## src/olhs_pkg.sv

```systemverilog
// Shared types, field positions and codes for the object list header step unit.
// Used by every module of the block; depends on nothing else.
`default_nettype none

package olhs_pkg;

   // Stream widths
   localparam int REQ_TDATA_W = 232;
   localparam int RSP_TDATA_W = 160;

   // Request field positions in req_tdata
   localparam int ADDR_W       = 24;
   localparam int PHRASE_W     = 64;
   localparam int HALFLINE_W   = 11;
   localparam int REQ_ADDR_LSB = 0;
   localparam int REQ_HDR_LSB  = REQ_ADDR_LSB + ADDR_W;
   localparam int REQ_SEC_LSB  = REQ_HDR_LSB + PHRASE_W;
   localparam int REQ_THD_LSB  = REQ_SEC_LSB + PHRASE_W;
   localparam int REQ_HL_LSB   = REQ_THD_LSB + PHRASE_W;
   localparam int REQ_OPF_BIT  = REQ_HL_LSB + HALFLINE_W;
   localparam int REQ_HALF_BIT = REQ_OPF_BIT + 1;

   // Result field positions in rsp_tdata
   localparam int NEXT_W         = 22;
   localparam int ACTION_W       = 3;
   localparam int RSP_NEXT_LSB   = 0;
   localparam int RSP_IRQ_BIT    = RSP_NEXT_LSB + NEXT_W;
   localparam int RSP_WH_BIT     = RSP_IRQ_BIT + 1;
   localparam int RSP_HDR_LSB    = RSP_WH_BIT + 1;
   localparam int RSP_WT_BIT     = RSP_HDR_LSB + PHRASE_W;
   localparam int RSP_THD_LSB    = RSP_WT_BIT + 1;
   localparam int RSP_USED_W     = RSP_THD_LSB + PHRASE_W;

   // Header phrase layout
   localparam int HEIGHT_LSB = 14;
   localparam int HEIGHT_W   = 10;
   localparam int DATA_LSB   = 43;
   localparam int DATA_W     = 21;
   localparam int DWIDTH_LSB = 18;
   localparam int DWIDTH_W   = 10;
   localparam int REM_LSB    = 16;
   localparam int REM_W      = 8;
   localparam int VSCALE_LSB = 8;

   // Remainder unit: one line's worth of vertical remainder
   localparam logic [REM_W-1:0] REM_UNIT = 8'h20;
   localparam logic [REM_W:0]   REM_UNIT_EXT = 9'h020;
   localparam logic [REM_W:0]   REM_BOUND = 9'h120;

   // Object types
   localparam logic [2:0] TYPE_BITMAP = 3'd0;
   localparam logic [2:0] TYPE_SCALED = 3'd1;
   localparam logic [2:0] TYPE_GPU    = 3'd2;
   localparam logic [2:0] TYPE_BRANCH = 3'd3;
   localparam logic [2:0] TYPE_STOP   = 3'd4;

   // Branch condition codes
   localparam logic [2:0] CC_EQUAL   = 3'd0;
   localparam logic [2:0] CC_LESS    = 3'd1;
   localparam logic [2:0] CC_GREATER = 3'd2;
   localparam logic [2:0] CC_OPFLAG  = 3'd3;
   localparam logic [2:0] CC_HALF    = 3'd4;

   // Actions reported on rsp_tuser
   localparam logic [ACTION_W-1:0] ACT_NONE   = 3'd0;
   localparam logic [ACTION_W-1:0] ACT_FIXED  = 3'd1;
   localparam logic [ACTION_W-1:0] ACT_SCALED = 3'd2;
   localparam logic [ACTION_W-1:0] ACT_GPU    = 3'd3;
   localparam logic [ACTION_W-1:0] ACT_STOP   = 3'd4;

   // Command queue
   localparam int QUEUE_DEPTH = 2;
   localparam int QUEUE_PTR_W = (QUEUE_DEPTH > 1) ? $clog2(QUEUE_DEPTH) : 1;
   localparam int QUEUE_CNT_W = $clog2(QUEUE_DEPTH + 1);

   // Classified object, handed from the front to the back
   typedef struct packed {
      logic [NEXT_W-1:0]   next_address;
      logic [ACTION_W-1:0] action;
      logic                raise_irq;
      logic                list_end;
      logic                render;       // walk the remainder loop
      logic                scaled;       // third phrase write-back
      logic                write_header;
      logic [REM_W-1:0]    rem;
      logic [REM_W-1:0]    vscale;       // zero already replaced
      logic [DWIDTH_W-1:0] dwidth;
      logic [PHRASE_W-1:0] header;
      logic [PHRASE_W-1:0] third;
   } olhs_cmd_type;

endpackage

`default_nettype wire

```

## src/object_list_header_step_unit.sv

```systemverilog
// Top level of the object list header step unit.
// Depends on olhs_pkg, olhs_front, olhs_fifo and olhs_back.
//
// Usage:
//   req_*  : one object per transaction: address, three phrases, half-line
//            and status bits. A transaction is taken when tvalid and tready
//            are both high.
//   rsp_*  : one result per object, in order: next address, write-backs,
//            action on tuser, list end on tlast.
//   csr_*  : one-bit stop interrupt enable; always ready. Write it only while
//            no object is in flight.
// Flow: the front classifies the object in the accepting cycle and queues
//   it (two entries). The back makes n remainder passes per object: 0 for
//   non-rendered objects, 1 for a fixed bitmap, up to 32 for a scaled
//   bitmap (vscale 1, remainder 0). The back's loop is what sets the rate.
// Reset clears the queue, the back state, the result valid flag and the
//   interrupt enable. When the receiver stalls, the result register holds,
//   the back stops after its loop, the queue fills and req_tready drops.
`default_nettype none

module object_list_header_step_unit import olhs_pkg::*; (
   input  wire logic                    clock,
   input  wire logic                    reset,
   // Fields from bit 0 up: object_address[23:0], header_phrase[87:24],
   // second_phrase[151:88], third_phrase[215:152], halfline[226:216],
   // op_flag[227], second_half[228], zero fill[231:229]
   input  wire logic                    req_tvalid,
   output logic                         req_tready,
   input  wire logic [REQ_TDATA_W-1:0]  req_tdata,
   // Fields from bit 0 up: next_address[21:0], raise_irq[22],
   // write_header[23], new_header[87:24], write_third[88],
   // new_third[152:89], zero fill[159:153]
   output logic                         rsp_tvalid,
   input  wire logic                    rsp_tready,
   output logic [RSP_TDATA_W-1:0]       rsp_tdata,
   // object_action[2:0]
   output logic [ACTION_W-1:0]          rsp_tuser,
   // list_end
   output logic                         rsp_tlast,
   // stop_irq_enable
   input  wire logic                    csr_valid,
   output logic                         csr_ready,
   input  wire logic                    csr_data
);

   olhs_cmd_type front_cmd;
   olhs_cmd_type queue_cmd;
   logic         front_valid;
   logic         front_ready;
   logic         queue_valid;
   logic         queue_ready;

   // Register writes are always taken
   assign csr_ready = 1'b1;

   // Classify and hold the interrupt enable
   olhs_front u_front (
      .clock      (clock),
      .reset      (reset),
      .csr_valid  (csr_valid),
      .csr_data   (csr_data),
      .req_tvalid (req_tvalid),
      .req_tready (req_tready),
      .req_tdata  (req_tdata),
      .cmd_valid  (front_valid),
      .cmd_ready  (front_ready),
      .cmd        (front_cmd)
   );

   // Decouple the front from the back
   olhs_fifo u_fifo (
      .clock    (clock),
      .reset    (reset),
      .wr_valid (front_valid),
      .wr_ready (front_ready),
      .wr_data  (front_cmd),
      .rd_valid (queue_valid),
      .rd_ready (queue_ready),
      .rd_data  (queue_cmd)
   );

   // Advance the remainder loop and drive results
   olhs_back u_back (
      .clock      (clock),
      .reset      (reset),
      .cmd_valid  (queue_valid),
      .cmd_ready  (queue_ready),
      .cmd        (queue_cmd),
      .rsp_tvalid (rsp_tvalid),
      .rsp_tready (rsp_tready),
      .rsp_tdata  (rsp_tdata),
      .rsp_tuser  (rsp_tuser),
      .rsp_tlast  (rsp_tlast)
   );

endmodule

`default_nettype wire

```

## src/olhs_front.sv

```systemverilog
// Front part: takes object items, holds the stop interrupt enable, classifies.
// Depends on olhs_pkg.
`default_nettype none

module olhs_front import olhs_pkg::*; (
   input  wire logic                   clock,
   input  wire logic                   reset,
   input  wire logic                   csr_valid,
   input  wire logic                   csr_data,
   input  wire logic                   req_tvalid,
   output logic                        req_tready,
   input  wire logic [REQ_TDATA_W-1:0] req_tdata,
   output logic                        cmd_valid,
   input  wire logic                   cmd_ready,
   output olhs_cmd_type                cmd
);

   logic                   irq_enable_ff;
   logic                   irq_enable_in;
   logic [ADDR_W-1:0]      addr;
   logic [PHRASE_W-1:0]    p0;
   logic [PHRASE_W-1:0]    p1;
   logic [PHRASE_W-1:0]    p2;
   logic [HALFLINE_W-1:0]  halfline;
   logic                   opf;
   logic                   half2;
   logic [2:0]             obj_type;
   logic [2:0]             cc;
   logic [HALFLINE_W-1:0]  ypos;
   logic [HEIGHT_W-1:0]    height;
   logic                   visible;
   logic                   take;
   logic [NEXT_W-1:0]      seq_addr;
   logic [NEXT_W-1:0]      link_fixed;
   logic [NEXT_W-1:0]      link_branch;
   logic [REM_W-1:0]       rem_raw;
   logic [REM_W-1:0]       vs_raw;

   always_comb begin
      irq_enable_in = irq_enable_ff;
      if (csr_valid) begin
         irq_enable_in = csr_data;
      end
   end

   always_ff @(posedge clock) begin
      if (reset) begin
         irq_enable_ff <= 1'b0;
      end else begin
         irq_enable_ff <= irq_enable_in;
      end
   end

   assign req_tready = cmd_ready;
   assign cmd_valid  = req_tvalid;

   always_comb begin
      addr     = req_tdata[REQ_ADDR_LSB +: ADDR_W];
      p0       = req_tdata[REQ_HDR_LSB +: PHRASE_W];
      p1       = req_tdata[REQ_SEC_LSB +: PHRASE_W];
      p2       = req_tdata[REQ_THD_LSB +: PHRASE_W];
      halfline = req_tdata[REQ_HL_LSB +: HALFLINE_W];
      opf      = req_tdata[REQ_OPF_BIT];
      half2    = req_tdata[REQ_HALF_BIT];

      obj_type = p0[2:0];
      ypos     = p0[13:3];
      height   = p0[HEIGHT_LSB +: HEIGHT_W];
      cc       = p0[16:14];
      visible  = (halfline >= ypos) && (height != '0);
      rem_raw  = p2[REM_LSB +: REM_W];
      vs_raw   = p2[VSCALE_LSB +: REM_W];

      // Next phrase-aligned object, wrapping inside the address space
      seq_addr    = {addr[NEXT_W-1:3] + 19'd1, 3'b000};
      // Bitmap links lose bit 21; branch links keep it
      link_fixed  = {1'b0, p0[41:24], 3'b000};
      link_branch = {p0[42:24], 3'b000};

      unique case (cc)
         CC_EQUAL:   take = (halfline == ypos) || (ypos == 11'h7FF);
         CC_LESS:    take = halfline < ypos;
         CC_GREATER: take = halfline > ypos;
         CC_OPFLAG:  take = opf;
         CC_HALF:    take = half2;
         default:    take = 1'b0;
      endcase

      cmd              = '0;
      cmd.next_address = seq_addr;
      cmd.action       = ACT_NONE;
      cmd.dwidth       = p1[DWIDTH_LSB +: DWIDTH_W];
      cmd.header       = p0;
      cmd.third        = p2;
      cmd.rem          = '0;
      cmd.vscale       = REM_UNIT;

      unique case (obj_type)
         TYPE_BITMAP: begin
            // Fixed bitmap: exactly one line consumed
            cmd.next_address = link_fixed;
            cmd.render       = visible;
            cmd.write_header = 1'b1;
            cmd.action       = visible ? ACT_FIXED : ACT_NONE;
         end
         TYPE_SCALED: begin
            cmd.next_address = link_fixed;
            cmd.render       = visible;
            cmd.scaled       = 1'b1;
            cmd.write_header = rem_raw < REM_UNIT;
            cmd.rem          = rem_raw;
            cmd.vscale       = (vs_raw == '0) ? REM_UNIT : vs_raw;
            cmd.action       = visible ? ACT_SCALED : ACT_NONE;
         end
         TYPE_GPU: begin
            cmd.action = ACT_GPU;
         end
         TYPE_BRANCH: begin
            if (take) begin
               cmd.next_address = link_branch;
            end
         end
         TYPE_STOP: begin
            cmd.next_address = '0;
            cmd.action       = ACT_STOP;
            cmd.list_end     = 1'b1;
            cmd.raise_irq    = p0[3] && irq_enable_ff;
         end
         default: begin
            cmd.action = ACT_NONE;
         end
      endcase
   end

endmodule

`default_nettype wire

```

## src/olhs_fifo.sv

```systemverilog
// Short command queue between the front and back parts.
// Depends on olhs_pkg for the command type and depth.
`default_nettype none

module olhs_fifo import olhs_pkg::*; (
   input  wire logic         clock,
   input  wire logic         reset,
   input  wire logic         wr_valid,
   output logic              wr_ready,
   input  wire olhs_cmd_type wr_data,
   output logic              rd_valid,
   input  wire logic         rd_ready,
   output olhs_cmd_type      rd_data
);

   olhs_cmd_type           entry_ff [QUEUE_DEPTH];
   logic [QUEUE_PTR_W-1:0] wr_ptr_ff;
   logic [QUEUE_PTR_W-1:0] wr_ptr_in;
   logic [QUEUE_PTR_W-1:0] rd_ptr_ff;
   logic [QUEUE_PTR_W-1:0] rd_ptr_in;
   logic [QUEUE_CNT_W-1:0] count_ff;
   logic [QUEUE_CNT_W-1:0] count_in;
   logic                   push;
   logic                   pop;

   localparam logic [QUEUE_PTR_W-1:0] LastPtr = QUEUE_PTR_W'(QUEUE_DEPTH - 1);
   localparam logic [QUEUE_CNT_W-1:0] FullCount = QUEUE_CNT_W'(QUEUE_DEPTH);

   always_comb begin
      wr_ready = count_ff != FullCount;
      rd_valid = count_ff != '0;
      rd_data  = entry_ff[rd_ptr_ff];
      push     = wr_valid && wr_ready;
      pop      = rd_valid && rd_ready;

      wr_ptr_in = wr_ptr_ff;
      if (push) begin
         wr_ptr_in = (wr_ptr_ff == LastPtr) ? '0 : wr_ptr_ff + 1'b1;
      end
      rd_ptr_in = rd_ptr_ff;
      if (pop) begin
         rd_ptr_in = (rd_ptr_ff == LastPtr) ? '0 : rd_ptr_ff + 1'b1;
      end
      count_in = count_ff;
      if (push && !pop) begin
         count_in = count_ff + 1'b1;
      end else if (pop && !push) begin
         count_in = count_ff - 1'b1;
      end
   end

   always_ff @(posedge clock) begin
      if (reset) begin
         wr_ptr_ff <= '0;
         rd_ptr_ff <= '0;
         count_ff  <= '0;
      end else begin
         wr_ptr_ff <= wr_ptr_in;
         rd_ptr_ff <= rd_ptr_in;
         count_ff  <= count_in;
      end
   end

   always_ff @(posedge clock) begin
      if (push) begin
         entry_ff[wr_ptr_ff] <= wr_data;
      end
   end

endmodule

`default_nettype wire

```

## src/olhs_back.sv

```systemverilog
// Back part: runs the remainder loop for rendered bitmaps and drives the
// registered result channel. Depends on olhs_pkg.
`default_nettype none

module olhs_back import olhs_pkg::*; (
   input  wire logic                    clock,
   input  wire logic                    reset,
   input  wire logic                    cmd_valid,
   output logic                         cmd_ready,
   input  wire olhs_cmd_type            cmd,
   output logic                         rsp_tvalid,
   input  wire logic                    rsp_tready,
   output logic [RSP_TDATA_W-1:0]       rsp_tdata,
   output logic [ACTION_W-1:0]          rsp_tuser,
   output logic                         rsp_tlast
);

   olhs_cmd_type         cur_ff;
   logic                 busy_ff;
   logic                 busy_in;
   logic [REM_W:0]       rem_ff;
   logic [REM_W:0]       rem_in;
   logic [PHRASE_W-1:0]  hdr_in;
   logic [HEIGHT_W-1:0]  height;
   logic [DATA_W-1:0]    data;
   logic                 need_pass;
   logic                 out_free;
   logic                 finish;
   logic                 load;

   logic                 rsp_valid_ff;
   logic [NEXT_W-1:0]    rsp_next_ff;
   logic [ACTION_W-1:0]  rsp_action_ff;
   logic                 rsp_irq_ff;
   logic                 rsp_wh_ff;
   logic [PHRASE_W-1:0]  rsp_hdr_ff;
   logic                 rsp_wt_ff;
   logic [PHRASE_W-1:0]  rsp_thd_ff;
   logic                 rsp_end_ff;

   always_comb begin
      need_pass = busy_ff && cur_ff.render && (rem_ff < REM_UNIT_EXT);
      out_free  = !rsp_valid_ff || rsp_tready;
      finish    = busy_ff && !need_pass && out_free;
      cmd_ready = !busy_ff || finish;
      load      = cmd_valid && cmd_ready;

      busy_in = busy_ff;
      if (load) begin
         busy_in = 1'b1;
      end else if (finish) begin
         busy_in = 1'b0;
      end

      // One line per pass: height floors at zero, data pointer wraps
      height = cur_ff.header[HEIGHT_LSB +: HEIGHT_W];
      data   = cur_ff.header[DATA_LSB +: DATA_W];
      hdr_in = cur_ff.header;
      hdr_in[HEIGHT_LSB +: HEIGHT_W] = (height == '0) ? '0 : height - 1'b1;
      hdr_in[DATA_LSB +: DATA_W]     = data + DATA_W'(cur_ff.dwidth);
      rem_in = rem_ff + {1'b0, cur_ff.vscale};
   end

   always_ff @(posedge clock) begin
      if (reset) begin
         busy_ff <= 1'b0;
      end else begin
         busy_ff <= busy_in;
      end
   end

   always_ff @(posedge clock) begin
      if (load) begin
         cur_ff <= cmd;
         rem_ff <= {1'b0, cmd.rem};
      end else if (need_pass) begin
         cur_ff.header <= hdr_in;
         rem_ff        <= rem_in;
      end
   end

   always_ff @(posedge clock) begin
      if (reset) begin
         rsp_valid_ff <= 1'b0;
      end else if (finish) begin
         rsp_valid_ff <= 1'b1;
      end else if (rsp_tready) begin
         rsp_valid_ff <= 1'b0;
      end
   end

   always_ff @(posedge clock) begin
      if (finish) begin
         rsp_next_ff   <= cur_ff.next_address;
         rsp_action_ff <= cur_ff.action;
         rsp_irq_ff    <= cur_ff.raise_irq;
         rsp_end_ff    <= cur_ff.list_end;
         rsp_wh_ff     <= cur_ff.render && cur_ff.write_header;
         rsp_hdr_ff    <= (cur_ff.render && cur_ff.write_header) ? cur_ff.header : '0;
         rsp_wt_ff     <= cur_ff.render && cur_ff.scaled;
         rsp_thd_ff    <= (cur_ff.render && cur_ff.scaled) ?
                          {cur_ff.third[PHRASE_W-1:REM_LSB+REM_W],
                           rem_ff[REM_W-1:0] - REM_UNIT,
                           cur_ff.third[REM_LSB-1:0]} : '0;
      end
   end

   assign rsp_tvalid = rsp_valid_ff;
   assign rsp_tuser  = rsp_action_ff;
   assign rsp_tlast  = rsp_end_ff;
   assign rsp_tdata  = {(RSP_TDATA_W - RSP_USED_W)'(0), rsp_thd_ff, rsp_wt_ff, rsp_hdr_ff,
                        rsp_wh_ff, rsp_irq_ff, rsp_next_ff};

   // Remainder never grows past one unit plus the largest vertical scale
   a_rem_bound: assert property (@(posedge clock) disable iff (reset)
      busy_ff |-> rem_ff < REM_BOUND)
      else $error("remainder out of range");

   a_end_is_stop: assert property (@(posedge clock) disable iff (reset)
      rsp_valid_ff && rsp_end_ff |-> rsp_action_ff == ACT_STOP && rsp_next_ff == '0)
      else $error("list end without stop object");

   a_third_scaled: assert property (@(posedge clock) disable iff (reset)
      rsp_valid_ff && rsp_wt_ff |-> rsp_action_ff == ACT_SCALED)
      else $error("third phrase write-back without scaled render");

   a_header_render: assert property (@(posedge clock) disable iff (reset)
      rsp_valid_ff && rsp_wh_ff |-> rsp_action_ff == ACT_FIXED || rsp_action_ff == ACT_SCALED)
      else $error("header write-back without render");

endmodule

`default_nettype wire

```

## config.mk

```make
export PLATFORM = sky130hd
export DESIGN_NAME = object_list_header_step_unit
export DESIGN_NICKNAME = d
export VERILOG_FILES = /design/src/olhs_pkg.sv /design/src/object_list_header_step_unit.sv /design/src/olhs_front.sv /design/src/olhs_fifo.sv /design/src/olhs_back.sv
export SDC_FILE = /design/constraint.sdc
export NUM_CORES = 1
export LEC_CHECK = 0
export BUFFER_PORTS_ARGS = -buffer_cell sky130_fd_sc_hd__buf_2
export CAP_MARGIN = 15
export CORE_MARGIN = 3
export CORE_UTILIZATION = 30
export CTS_CLUSTER_DIAMETER = 60
export DETAILED_ROUTE_END_ITERATION = 12
export HOLD_SLACK_MARGIN = 0.02
export PLACE_DENSITY = 0.52
export SYNTH_ARGS = -nofsm -noshare
export SYNTH_HDL_FRONTEND = slang
export SYNTH_SLANG_ARGS = --single-unit
```

## constraint.sdc

```tcl
create_clock -name clock -period 10.6 [get_ports clock]
set_input_delay 1.06 -clock clock [delete_from_list [all_inputs] [get_ports clock]]
set_output_delay 1.06 -clock clock [all_outputs]
set_load 0.01 [all_outputs]
```

# After elaboration in Yosys (flattened, before gate mapping)
# Memories as Yosys holds them, arrays and structs flattened. A register that Yosys moved wholly into a read port is not among the register bits.
# Index checks and enable logic that the tools add are counted.
[word_totals] reg_bits=349 mem_bits_rw=368 in_bits=238 output_inout_bits=167 elab_cells=114 memories=1
[memory_table] memory="u_fifo.entry_ff" words=2 word_bits=184 rd=1 rd_ports_with_merged_regs=1 write_ports=1 line_no="olhs_fifo.sv:16" source="olhs_cmd_type entry_ff [QUEUE_DEPTH];"
[op_classes] n_addsub=9 n_lt_le_gt_ge=5 n_eq_ne=11 muxes=29 reduce_logical=31
[op_table] op="$mux 64" count=2
[op_table] op="$pmux 22 s3" count=1
[op_table] op="$mux 8" count=3
[op_table] op="$mux 22" count=1
[op_table] op="$add 21x10->21" count=1
[op_table] op="$add 19x1->19 const B" count=1
[op_table] op="$mux 16" count=1
[op_table] op="$mux 1" count=13
[op_table] op="$eq 3x2->1 const B" count=4
[op_table] op="$logic_and 1x1->1" count=12
[op_table] op="$pmux 3 s4" count=1
[op_table] op="$eq 11x11->1" count=1
[op_table] op="$eq 11x11->1 const B" count=1
[op_table] op="$ge 11x11->1" count=1
[op_table] op="$gt 11x11->1" count=1
[op_table] op="$lt 11x11->1" count=1
[op_table] op="$logic_not 10->1" count=1
[op_table] op="$mux 10" count=1
[op_table] op="$reduce_bool 10->1" count=1
[op_table] op="$reduce_bool 2->1" count=5
[op_table] op="$sub 10x1->10 const B" count=1
[op_table] op="$add 9x8->9" count=1
[op_table] op="$lt 9x6->1 const B" count=1
[op_table] op="$logic_not 8->1" count=1
[op_table] op="other kinds (15)" count=28

# Logic depth before layout (Yosys ltp)
# Gate-level depths: netlist (run 1).
[depth] depth_word=10 ltp_mapped=13 ltp_nobuf=10

# By module
# A second synthesis (run 1) with hierarchy kept.
[hier_totals] cells_unflattened=1802 hier_area_um2=29281.8
[by_module_without_submodules] mod="olhs_fifo" instances=1 cells_each=596 area_per_inst_um2=13550.5 seq_area_each_um2=11150.7
[by_module_without_submodules] mod="olhs_back" instances=1 cells_each=816 area_per_inst_um2=13001.2 seq_area_each_um2=10059.6
[by_module_without_submodules] mod="olhs_front" instances=1 cells_each=388 area_per_inst_um2=2718.9 seq_area_each_um2=20.0
[by_module_without_submodules] mod="object_list_header_step_unit" instances=1 cells_each=2 area_per_inst_um2=11.3 seq_area_each_um2=0.0

# Least setup slack after synthesis (run 1)
# No wires, ideal clock.
[synth_timing] path_type="input -> register" startpoint="input port req_tvalid" endpoint="memory u_fifo.entry_ff[0][0] (netlist bit), enable pin" setup_time_ns=0.708 arrival_ns=8.326 required_time_ns=9.892 path_slack_ns=1.566 cell_stages=2 path_buffers=0 cell_sequence="nand2_1 > nor2_1"
[synth_between] elab_chain_len=3
[synth_rtl] item="start: declaration" line_no="object_list_header_step_unit.sv:27" source="input wire logic req_tvalid,"
[synth_rtl] item="$logic_and 1x1->1" line_no="olhs_fifo.sv:33" source="push = wr_valid && wr_ready;"
[synth_rtl] item="$mux 1" line_no="olhs_fifo.sv:65" source="if (push) begin"
[synth_rtl] item="$mux 1 (not written as such)" line_no="olhs_fifo.sv:66" source="entry_ff[wr_ptr_ff] <= wr_data;"
[synth_rtl] item="end: declaration" line_no="olhs_fifo.sv:16"
# Every way passes these cells.

# Worst setup path in the final report (run 1)
[layout_timing] startpoint="register u_back.rem_ff[5]" endpoint="register u_back.rem_ff[7] (data pin)"
[layout_between] elab_chain_len=8 word_cells_on_any_way=10 classes_between="1 x add/sub; 1 x order compare; 2 x mux; 6 x reduce/logical"
[layout_rtl] item="start: declaration" line_no="olhs_back.sv:21" source="logic [REM_W:0] rem_ff;"
[layout_rtl] item="start signal: assignment" line_no="olhs_back.sv:75" source="rem_ff <= {1'b0, cmd.rem};"
[layout_rtl] item="start signal: assignment" line_no="olhs_back.sv:78" source="rem_ff <= rem_in;"
[layout_rtl] item="$lt 9x6->1" line_no="olhs_back.sv:42" source="need_pass = busy_ff && cur_ff.render && (rem_ff < REM_UNIT_EXT);"
[layout_rtl] item="$logic_and 1x1->1" line_no="olhs_back.sv:42"
[layout_rtl] item="$logic_not 1->1" line_no="olhs_back.sv:44" source="finish = busy_ff && !need_pass && out_free;"
[layout_rtl] item="$logic_and 1x1->1 (2 in series)" line_no="olhs_back.sv:44"
[layout_rtl] item="$logic_or 1x1->1" line_no="olhs_back.sv:45" source="cmd_ready = !busy_ff || finish;"
[layout_rtl] item="$logic_and 1x1->1" line_no="olhs_back.sv:46" source="load = cmd_valid && cmd_ready;"
[layout_rtl] item="$mux 8 *" line_no="olhs_back.sv:73" source="if (load) begin"
# Mark *: on every way between the ends. The rest lies on a longest branch, timed or not. The select of a mux whose other input is x is not followed.
# A chain may end at the register's enable or synchronous reset.

==> impl_metrics.env, run 1 <==
export IMPL_outcome="finished, final reports clean"
export IMPL_timing_fmax_ghz=0.264
export IMPL_whs_ns=0.413
export IMPL_slew_headroom=0.287
export IMPL_synth_edf_count=673
export IMPL_drtIter0Drc=784
export IMPL_async_reset_ff_frac=0
export IMPL_worst_pin_slew_ns=1.07
export IMPL_final_util=0.368
export IMPL_setup_viol=0
export IMPL_cts_made_buffers=81
export IMPL_path_max_fanout=57
export IMPL_dpl_cell_count=2956
export IMPL_area_growth_pct=21.2
export IMPL_vias_per_cell=4.52
export IMPL_synth_compound_area_share=0.0357
export IMPL_ys_warn_count=0
export IMPL_holdCritPathClass="register to register"
export IMPL_path_cells="inv_1 -> ha_1 -> nand4bb_1 -> nand2_1 -> o21ai_1 -> o21ai_4 -> buf_4 -> inv_6 -> buf_4 -> nor3b_1 -> a311oi_1 -> o211ai_1"
export IMPL_grt_use_total=0.131
export IMPL_cellLeakagePower_nw=11.7
export IMPL_slew_violations=0
export IMPL_grt_max_degree=155
export IMPL_postCtsHoldBufs=0
export IMPL_start_kind="register"
export IMPL_crit_path_max_incr_delay_ns=0.71
export IMPL_tritoncts="yes"
export IMPL_cts_resized=0
export IMPL_grt_use_met1=0.160
export IMPL_whs_path_depth=0
export IMPL_final_hold_viol_count=0
export IMPL_power_total_mw=9.47
export IMPL_drt_total_wl_mm=60.9
export IMPL_critPathMostFrequentCell="buf_4"
export IMPL_cts_htree_levels=3
export IMPL_num_io_pins=405
export IMPL_r2r_slack_ns=6.82
export IMPL_regArea_um2=20400
export IMPL_seq_area_frac_synth=0.772
export IMPL_r2r_start="u_back.rem_ff[5]$_DFFE_PP_"
export IMPL_vias=14100
export IMPL_crit_slowest_cell="buf_4"
export IMPL_final_setup_tns_ns=0
export IMPL_skew_ns=0.0516
export IMPL_placement_io_buffers=331
export IMPL_cts_buffer_depth=3
export IMPL_rsz0062_at_grt="no"
export IMPL_fin_nets=2157
export IMPL_place_congestion=0.771
export IMPL_wl_per_cell_um=19.6
export IMPL_grt_pass1_wl_mm=90.7
export IMPL_multi_input_area_um2=5560
export IMPL_busiest_layer="met2"
export IMPL_drv_cap=0
export IMPL_path_buf_inv=4
export IMPL_die_area_um2=91600
export IMPL_ys_types=64
export IMPL_finalCriticalPeriod_ns=3.78
export IMPL_ys_flop_type="edfxtp_1"
export IMPL_p_per_area_nw_per_um2=296
export IMPL_yosysTopAreaCell="edfxtp_1"
export IMPL_regToRegEndpoint="u_back.rem_ff[7]$_DFFE_PP_"
export IMPL_drc_errors=0
export IMPL_clock_latency_ns=0.64
export IMPL_hold_end="u_back.rsp_next_ff[10]$_DFFE_PP_"
export IMPL_synth_xor_area_share=0.0169
export IMPL_clk_pin_slew_ns=0.06
export IMPL_worstPathRequired_ns=10.97
export IMPL_initial_core_util=0.303
export IMPL_crit_arrival_ns=4.15
export IMPL_synth_top_cell_area_share=0.765
export IMPL_cts_setup_buffers=0
export IMPL_row_count=108
export IMPL_hold_path_startpoint="u_back.cur_ff[172]$_DFFE_PP_"
export IMPL_netlist_instances=1525
export IMPL_peakVddDrop_mv=0.163
export IMPL_die_h_um=303
export IMPL_grt_util_met3=0.0496
export IMPL_cts_sinks=682
export IMPL_fillers=8261
export IMPL_dp_hpwl_mm=37.7
export IMPL_critical_path_class="register to register"
export IMPL_clockRootBuffer="clkbuf_16"
export IMPL_period_share=0.357
export IMPL_synth_simple_area_share=0.0734
export IMPL_drive_gt1_frac=0.309
export IMPL_muxShareOfSynthArea=0.0643
export IMPL_synth_adder_area_share=0.0171
export IMPL_synth_top_family_by_area="simple AND/OR/NAND/NOR gates"
export IMPL_syn_area_per_cell_um2=17.3
export IMPL_antenna_left=0
export IMPL_synth_seq_cells=682
export IMPL_drtPass1Iterations=4
export IMPL_critical_path_depth=12
export IMPL_synth_area_top_cells="edfxtp_1 77%, mux2_2 4.3%, and3_1 3.1%"
export IMPL_critPathTopFamily="buffers and inverters"
export IMPL_grt_pass1_vias=14800
export IMPL_synth_area_um2=26400
export IMPL_finalNonFillerCells=3114
export IMPL_coreArea_um2=87000
export IMPL_grt_ovfl_total=0
export IMPL_antenna_found_initial=25
export IMPL_crit_path_end_kind="register"
export IMPL_use_met2=0.216
export IMPL_r2r_cells=12
export IMPL_dieWidth_um=303
[synthesized netlist by cell type, drive strengths merged, types with 2 or more instances]
cell type,count
a211oi,19
a21o,2
a21oi,34
a22oi,2
and2,18
and3,132
buf,40
clkbuf,42
conb,2
dfxtp,9
edfxtp,673
fa,2
ha,33
inv,36
mux2,101
mux2i,56
nand2,39
nand2b,3
nand3,18
nand3b,4
nand4,9
nand4b,2
nor2,78
nor2b,20
nor3,18
nor3b,3
nor4,3
o2111ai,4
o211ai,2
o21ai,22
o22ai,9
o2bb2ai,19
o31ai,3
or3,2
or4,2
or4b,2
xnor2,30
xor2,21
[registers in the layout, indices dropped and copies added (netlist names), 2 cells and up, named ones only]
| register | flops |
|---|---|
| u_back.rsp_hdr_ff | 64 |
| u_back.cur_ff | 165 |
| u_back.rem_ff | 9 |
| u_back.rsp_next_ff | 19 |
| u_fifo.count_ff | 2 |
| u_back.rsp_thd_ff | 64 |
| u_fifo.entry_ff | 346 |
| u_back.rsp_tuser | 3 |
[power by group]
part	leakage, nW	internal, mW	switching, mW
clock	1.27	1.54	1.13
combinational	3.96	0.856	1.55
sequential	6.44	4.10	0.290
[cell usage in the layout, fill, tap and decap left out, drive strengths merged, types with 9 or more instances in the layout]
master   instances
edfxtp         673
buf            349
and3           132
mux2           101
clkbuf          95
nor2            78
mux2i           56
inv             46
nand2           39
a21oi           34
ha              33
clkinv          32
xnor2           30
o21ai           22
xor2            21
nor2b           20
a211oi          19
o2bb2ai         19
nor3            18
and2            18
nand3           18
diode           14
conb            11
o22ai            9
nand4            9
dfxtp            9
[worst register-to-register path: cells and delay by family, from the launching register on]
kind,cells,cell delay (ns)
compound gates,4,0.80
simple gates,3,0.56
flops,1,0.42
buf+inv,4,1.49
fa+ha+maj,1,0.24
[area by class of cell]
class	count	area share
Sequential cell	682	0.637
Tap cell	1155	0.0452
Timing Repair Buffer	349	0.0564
Antenna cell	14	0.00109
Multi-Input combinational cell	734	0.174
Clock inverter	49	0.0167
Clock buffer	95	0.0653
Inverter	36	0.00438
[logic make-up after synthesis]
kind of cell	after synthesis
AND/OR/NAND/NOR	355
XOR/XNOR	51
AO/OA/AOI/OAI	125
flip-flops	682
adder cells (fa/ha/maj)	35
buffers and inverters	118
other	2
multiplexers	157
[metal layers]
metal  share of wire  vias up
li1                -     6591
met3           0.091      117
met1            0.41     6977
met2            0.47      371
met5          0.0026        -
met4           0.026       24
[through the flow]
step                worst slack [ns]  instance area, um^2
finish                          6.82                32000
global route                    6.41                32000
CTS                             6.63                32000
detailed placement              6.54                29300
global placement                6.58                29300
floorplan                       1.57                26400
[worst max-delay path by stage]
stage / from / to / slack, ns
3_5_place_dp: req_tdata[29] / u_fifo.entry_ff[0][174]$_DFFE_PP_ / 6.54
4_1_cts: u_back.rem_ff[5]$_DFFE_PP_ / u_back.rem_ff[7]$_DFFE_PP_ / 6.63
5_1_grt: u_back.rem_ff[5]$_DFFE_PP_ / u_back.rem_ff[7]$_DFFE_PP_ / 6.41
6_report: u_back.rem_ff[5]$_DFFE_PP_ / u_back.rem_ff[7]$_DFFE_PP_ / 6.82
3_3_place_gp: req_tdata[29] / u_fifo.entry_ff[0][174]$_DFFE_PP_ / 6.58
2_1_floorplan: req_tvalid / u_fifo.entry_ff[0][0]$_DFFE_PP_ / 1.57
(Power assumes the default switching activity.)
==> inputs of run 2 (changes only) <==
- ABC_AREA: default -> 1
- PLACE_DENSITY: 0.52 -> 0.51
- clock period: 10.6 -> 3.5 ns (I/O delays scaled with it)
==> run 2 against run 1 <==
Against the previous run:
- worst hold slack worse by 0.34 ns
- combinational power grew to 3.3 times the previous value
- flip-flop and latch count stayed put
- critical path depth is 2 lower
- power grew to 3.1 times the previous value
- global-route usage is 1.1 points higher
- die area is 2.9% higher
- synthesized area is 3.0% higher
- cell area is 7.0% higher
- critical path type unchanged
==> impl_metrics.env, run 2 <==
export IMPL_die_h_um=307
export IMPL_wl_per_cell_um=17.4
export IMPL_multi_input_area_um2=5630
export IMPL_async_reset_ff_frac=0
export IMPL_critical_path_class="register to register"
export IMPL_tritoncts="yes"
export IMPL_placement_io_buffers=331
export IMPL_regToRegEndpoint="u_back.cur_ff[87]$_DFFE_PP_"
export IMPL_path_buf_inv=2
export IMPL_start_kind="register"
export IMPL_setup_viol=0
export IMPL_power_total_mw=29.1
export IMPL_cts_htree_levels=3
export IMPL_fin_nets=2920
export IMPL_die_area_um2=94300
export IMPL_grt_pass1_vias=17600
export IMPL_place_area_um2=30300
export IMPL_top_register="u_fifo.entry_ff"
export IMPL_crit_path_end_kind="register"
export IMPL_area_growth_pct=25.9
export IMPL_finalCriticalPeriod_ns=2.72
export IMPL_slew_headroom=0.349
export IMPL_whs_path_depth=1
export IMPL_synth_top_cell_area_share=0.743
export IMPL_yosysTopAreaCell="edfxtp_1"
export IMPL_final_common_cell="edfxtp_1"
export IMPL_drtPass1Iterations=5
export IMPL_hold_end="u_fifo.entry_ff[1][105]$_DFFE_PP_"
export IMPL_period_share=0.778
export IMPL_regArea_um2=20400
export IMPL_peakVddDrop_mv=0.793
export IMPL_ys_types=46
export IMPL_synth_area_top_cells="edfxtp_1 74%, nand2_1 8.5%, inv_1 3.1%"
export IMPL_r2r_cells=10
export IMPL_path_cells="inv_1 -> ha_2 -> nand2_1 -> nor2_1 -> and3_1 -> o21ai_2 -> o21ai_4 -> buf_4 -> o31ai_2 -> o21ai_0"
export IMPL_dieWidth_um=307
export IMPL_drc_errors=0
export IMPL_drive_gt1_frac=0.196
export IMPL_syn_area_per_cell_um2=12.6
export IMPL_final_hold_viol_count=0
export IMPL_coreArea_um2=89100
export IMPL_cts_made_buffers=81
export IMPL_place_congestion=0.903
export IMPL_initial_core_util=0.305
export IMPL_ys_flop_type="edfxtp_1"
export IMPL_path_max_fanout=42
export IMPL_rsz0062_at_grt="no"
export IMPL_critical_path_depth=10
export IMPL_timing_fmax_ghz=0.367
export IMPL_grt_use_total=0.142
export IMPL_synth_seq_cells=682
export IMPL_largestRegisters="u_fifo.entry_ff x346, u_back.cur_ff x165"
export IMPL_dp_hpwl_mm=42.8
export IMPL_ys_warn_count=0
export IMPL_design_area_um2=34200
export IMPL_grt_max_degree=174
export IMPL_cellLeakagePower_nw=13.9
export IMPL_grt_ovfl_total=0
export IMPL_row_count=109
export IMPL_fillers=8546
export IMPL_skew_ns=0.0322
export IMPL_grt_pass1_wl_mm=103
export IMPL_layout_common_cells="673 x edfxtp_1, 613 x nand2_1, 331 x buf_2"
export IMPL_synthTopCellsByCount="673 x edfxtp_1, 619 x nand2_1, 223 x inv_1"
export IMPL_clockRootBuffer="clkbuf_16"
export IMPL_cts_buffer_depth=3
export IMPL_critPathTopFamily="compound AO/OA/AOI/OAI gates"
export IMPL_final_util=0.384
export IMPL_hold_path_startpoint="req_tdata[65]"
export IMPL_drtIter0Drc=1149
export IMPL_antenna_left=0
export IMPL_crit_path_max_incr_delay_ns=0.56
export IMPL_synth_most_common_cell="edfxtp_1"
export IMPL_p_per_area_nw_per_um2=851
export IMPL_synth_edf_count=673
export IMPL_outcome="finished, final reports clean"
export IMPL_vias=17100
export IMPL_clk_pin_slew_ns=0.06
export IMPL_holdCritPathClass="primary input to register"
export IMPL_r2r_start="u_back.rem_ff[5]$_DFFE_PP_"
export IMPL_clock_latency_ns=0.62
export IMPL_seq_area_frac_synth=0.750
export IMPL_synth_area_um2=27200
export IMPL_drt_total_wl_mm=67.5
export IMPL_drv_cap=0
export IMPL_largest_reg_flops=346
export IMPL_cts_sinks=682
export IMPL_worst_pin_slew_ns=0.977
export IMPL_final_setup_tns_ns=0
export IMPL_r2r_slack_ns=0.78
export IMPL_crit_slowest_cell="buf_4"
export IMPL_num_io_pins=405
export IMPL_netlist_instances=2154
export IMPL_worstPathRequired_ns=3.96
export IMPL_vias_per_cell=4.39
export IMPL_cts_resized=0
export IMPL_slew_violations=0
export IMPL_crit_arrival_ns=3.18
export IMPL_whs_ns=0.0708
export IMPL_antenna_found_initial=13
## run 2: changes by cell type in the layout (fill, tap and decap cells not counted), moves of 16 or more
cell | previous run | this run
a211oi_1 | 19 | 0
nand2_1 | 39 | 613
or2_2 | 1 | 18
nor2_1 | 76 | 199
xnor2_1 | 30 | 13
mux2_2 | 101 | 0
nand3_1 | 17 | 53
and3_1 | 131 | 2
nor2b_1 | 20 | 0
a21oi_1 | 32 | 65
mux2i_1 | 56 | 8
inv_1 | 34 | 221
and2_1 | 18 | 2
dlygate4sd3_1 | 0 | 131
## run 2: repair_timing
item	CTS	global route
buffers inserted	0	0
hold buffers	131	0
hold endpoints to repair	257	0
## run 2: per-stage QoR
step,cells,setup WS [ns]
floorplan,2163,-0.160
finish,3885,0.777
detailed placement,3598,0.747
global route,3882,0.527
CTS,3880,0.753
global placement,3598,0.757
## run 2: worst reg2reg max path, delay by kind of cell (launching register included)
family                   cells  cell delay (ns)
AO/OA/AOI/OAI                4             0.87
AND/OR/NAND/NOR              3             0.48
buffers and inverters        2             0.64
flip-flops                   1             0.42
adder cells (fa/ha/maj)      1             0.16
## run 2: cell type report
type,instances,share of cell area
inverters,227,0.0252
repair buffers,483,0.0953
clock inverters,43,0.0129
well taps,1165,0.0426
clock buffers,108,0.0637
multi-input cells,1172,0.164
flip-flops and latches,682,0.596
diodes,5,0.000365
## run 2: cell families (layout without fill, tap and decap cells)
kind of cell / Yosys count / in the layout / share of synthesized area
simple gates: 951 / 951 / 0.144
flops: 682 / 682 / 0.750
buf+inv: 309 / 861 / 0.0464
compound gates: 131 / 131 / 0.0281
xor+xnor: 36 / 36 / 0.0116
fa+ha+maj: 35 / 35 / 0.0167
mux: 8 / 8 / 0.00295
other cells: 2 / 16 / 0.000276
## run 2: worst max path at each step
stage,end,startpoint
after CTS,u_back.cur_ff[87]$_DFFE_PP_,u_back.rem_ff[5]$_DFFE_PP_
final,u_back.cur_ff[87]$_DFFE_PP_,u_back.rem_ff[5]$_DFFE_PP_
after detailed placement,u_back.cur_ff[87]$_DFFE_PP_,u_back.rem_ff[5]$_DFFE_PP_
after floorplan,u_back.rsp_hdr_ff[0]$_SDFFCE_PN0P_,u_back.rem_ff[5]$_DFFE_PP_
after global placement,u_back.cur_ff[87]$_DFFE_PP_,u_back.rem_ff[5]$_DFFE_PP_
after global routing,u_back.cur_ff[87]$_DFFE_PP_,u_back.rem_ff[5]$_DFFE_PP_
## run 2: power breakdown
| group | switching (mW) | total, mW | internal (mW) |
|---|---|---|---|
| clock network | 3.34 | 8.21 | 4.87 |
| logic | 5.44 | 7.88 | 2.44 |
| registers | 0.733 | 13.1 | 12.3 |
## run 2: routing by layer
metal	routed length (um)	vias to the layer above	track usage	share of wire
met2	33100	504	0.247	0.49
met3	4300	118	0.0334	0.064
met4	1440	4	0.0372	0.021
li1	-	8267	-	-
met5	23	-	0	0.00034
met1	28700	8179	0.177	0.42
==> inputs of run 3 (changes only) <==
- ABC_AREA: 1 -> 0
- PLACE_DENSITY: 0.51 -> 0.53
- clock period: 3.5 -> 2.2 ns (I/O delays scaled with it)
==> run 3 against run 2 <==
Against the previous run:
- sequential share of layout area is 1.4 points lower
- die area shrank 2.8%
- final cell count is 13% lower
- critical path depth up 2
- critical path type unchanged
- cell area rose by 2.5%
- clock skew is 0.0033 ns lower
- combinational power grew 90%
- wire length is 4.5% lower
- the run now ends with setup timing left
- sequential power increased by 60%
- flip-flop and latch count is the same
- power grew 67%
- register-to-register slack lost 0.82 ns
==> impl_metrics.env, run 3 (synthesized netlist as in run 1, its figures left out) <==
export IMPL_largestRegisters="u_fifo.entry_ff x346, u_back.cur_ff x165"
export IMPL_vias=15100
export IMPL_drtIter0Drc=834
export IMPL_fillers=8009
export IMPL_violations="setup timing"
export IMPL_cts_sinks=682
export IMPL_skew_ns=0.0289
export IMPL_clockRootBuffer="clkbuf_16"
export IMPL_r2r_slack_ns=-0.04
export IMPL_drt_total_wl_mm=64.4
export IMPL_outcome="finished with violations"
export IMPL_cts_htree_levels=3
export IMPL_final_common_cell="edfxtp_1"
export IMPL_rsz0062_at_grt="yes"
export IMPL_timing_final_ws_setup_ns=-0.0434
export IMPL_cts_buffer_depth=3
export IMPL_num_io_pins=405
export IMPL_dieWidth_um=303
export IMPL_fin_nets=2414
export IMPL_peakVddDrop_mv=0.749
export IMPL_top_register="u_fifo.entry_ff"
export IMPL_p_per_area_nw_per_um2=1390
export IMPL_vias_per_cell=4.49
export IMPL_coreArea_um2=87000
export IMPL_largest_reg_flops=346
export IMPL_initial_core_util=0.303
export IMPL_die_h_um=303
export IMPL_clk_pin_slew_ns=0.06
export IMPL_die_area_um2=91600
export IMPL_start_kind="register"
export IMPL_critical_path_depth=12
export IMPL_drtPass1Iterations=5
export IMPL_grt_ovfl_total=0
export IMPL_wl_per_cell_um=19.1
export IMPL_regToRegEndpoint="u_back.cur_ff[114]$_DFFE_PP_"
export IMPL_period_share=1.02
export IMPL_path_buf_inv=5
export IMPL_critPathTopFamily="buffers and inverters"
export IMPL_hold_end="u_back.busy_ff$_SDFFE_PP0P_"
export IMPL_critical_path_class="register to register"
export IMPL_r2r_cells=12
export IMPL_worst_pin_slew_ns=0.931
export IMPL_place_congestion=0.801
export IMPL_worstPathRequired_ns=2.55
export IMPL_drv_cap=0
export IMPL_crit_path_end_kind="register"
export IMPL_clock_latency_ns=0.61
export IMPL_multi_input_area_um2=5940
export IMPL_crit_arrival_ns=2.60
export IMPL_antenna_found_initial=15
export IMPL_regArea_um2=20400
export IMPL_hold_path_startpoint="rsp_tready"
export IMPL_slew_violations=0
export IMPL_cellLeakagePower_nw=13.0
export IMPL_finalCriticalPeriod_ns=2.24
export IMPL_setup_viol=5
export IMPL_grt_use_total=0.138
export IMPL_dp_hpwl_mm=42.7
export IMPL_cts_made_buffers=80
export IMPL_placement_io_buffers=331
export IMPL_crit_slowest_cell="edfxtp_1"
export IMPL_final_hold_viol_count=0
export IMPL_path_cells="buf_4 -> ha_1 -> a21oi_2 -> o2111ai_2 -> nand2_1 -> buf_4 -> buf_4 -> buf_4 -> buf_4 -> xnor2_1 -> nor2_1 -> a21oi_1"
export IMPL_holdCritPathClass="primary input to register"
export IMPL_critPathMostFrequentCell="buf_4"
export IMPL_row_count=108
export IMPL_grt_max_degree=88
export IMPL_area_growth_pct=32.9
export IMPL_slew_headroom=0.379
export IMPL_timing_fmax_ghz=0.446
export IMPL_whs_ns=0.0890
export IMPL_drive_gt1_frac=0.341
export IMPL_drc_errors=0
export IMPL_r2r_start="u_back.cur_ff[108]$_DFFE_PP_"
export IMPL_final_setup_tns_ns=-0.0894
export IMPL_tritoncts="yes"
export IMPL_antenna_left=0
export IMPL_whs_path_depth=4
export IMPL_grt_pass1_vias=15900
export IMPL_path_max_fanout=3
export IMPL_grt_pass1_wl_mm=96.1
export IMPL_layout_common_cells="673 x edfxtp_1, 331 x buf_2, 153 x dlygate4sd3_1"
export IMPL_crit_path_max_incr_delay_ns=0.40
-- run 3: cell types whose count changed in the layout (fill, tap and decap cells not counted), moves of 48 or more --
cell,before,now
buf_4,10,82
mux2i_1,8,56
and3_1,2,130
nor2_1,199,75
nand2_1,613,36
inv_1,221,30
mux2_2,0,101
-- run 3: worst reg2reg max path: stages (launching register included) --
cell and delay [ns]:
edfxtp_1 0.40, buf_4 0.15, ha_1 0.28, a21oi_2 0.06
o2111ai_2 0.20, nand2_1 0.12, buf_4 0.15, buf_4 0.12
buf_4 0.12, buf_4 0.12, xnor2_1 0.11, nor2_1 0.12
a21oi_1 0.05
-- run 3: what timing repair did --
action / in CTS / in global routing
buffers inserted: 8 / 6
hold endpoints to repair: 334 / 0
hold buffers: 153 / 0
setup endpoints to repair: 51 / 99
gates resized for setup: 24 / 19
pin swaps: 18 / 14
-- run 3: stage by stage --
step	utilization	total power [mW]	area, um^2	std cells	setup slack, ns
2_1_floorplan	-	28.9	26700	1534	-1.35
3_3_place_gp	0.352	35.2	30600	3047	-0.473
3_5_place_dp	0.352	35.4	30600	3047	-0.575
4_1_cts	0.401	49.2	34900	3354	-0.0570
5_1_grt	0.403	51.6	35100	3365	-0.197
6_report	0.403	48.8	35100	3370	-0.0434
-- run 3: layout make-up --
class | instances | share of cell area
Inverter | 36 | 0.00399
Tap cell | 1155 | 0.0412
Sequential cell | 682 | 0.581
Multi-Input combinational cell | 734 | 0.169
Clock inverter | 43 | 0.0124
Antenna cell | 10 | 0.000713
Clock buffer | 103 | 0.0604
Timing Repair Buffer | 607 | 0.131
-- run 3: worst max path at each step --
| stage | startpoint | to | slack [ns] |
|---|---|---|---|
| final | u_back.cur_ff[108]$_DFFE_PP_ | u_back.cur_ff[114]$_DFFE_PP_ | -0.04 |
| after global routing | u_back.cur_ff[107]$_DFFE_PP_ | u_back.cur_ff[117]$_DFFE_PP_ | -0.20 |
| after CTS | u_back.cur_ff[107]$_DFFE_PP_ | u_back.cur_ff[117]$_DFFE_PP_ | -0.06 |
| after detailed placement | req_tdata[31] | u_fifo.entry_ff[0][174]$_DFFE_PP_ | -0.58 |
| after global placement | req_tdata[29] | u_fifo.entry_ff[0][174]$_DFFE_PP_ | -0.47 |
| after floorplan | u_fifo.count_ff[0]$_SDFFE_PP0P_ | u_fifo.entry_ff[0][0]$_DFFE_PP_ | -1.35 |
-- run 3: routing by layer --
layer / vias up / track usage / part of all wire / wire length, um
met5: - / 0 / 0.00042 / 27
met4: 4 / 0.0338 / 0.014 / 883
met3: 67 / 0.0338 / 0.065 / 4170
met2: 417 / 0.232 / 0.48 / 31100
met1: 7544 / 0.180 / 0.44 / 28300
li1: 7100 / - / - / -
-- run 3: power by group --
group          switching [mW]  internal [mW]  total [mW]  leakage (nW)
Combinational            8.42           6.57        15.0          5.30
Sequential               1.32           19.7        21.0          6.44
Clock                    5.30           7.51        12.8          1.24
Total                    15.0           33.7        48.8          13.0
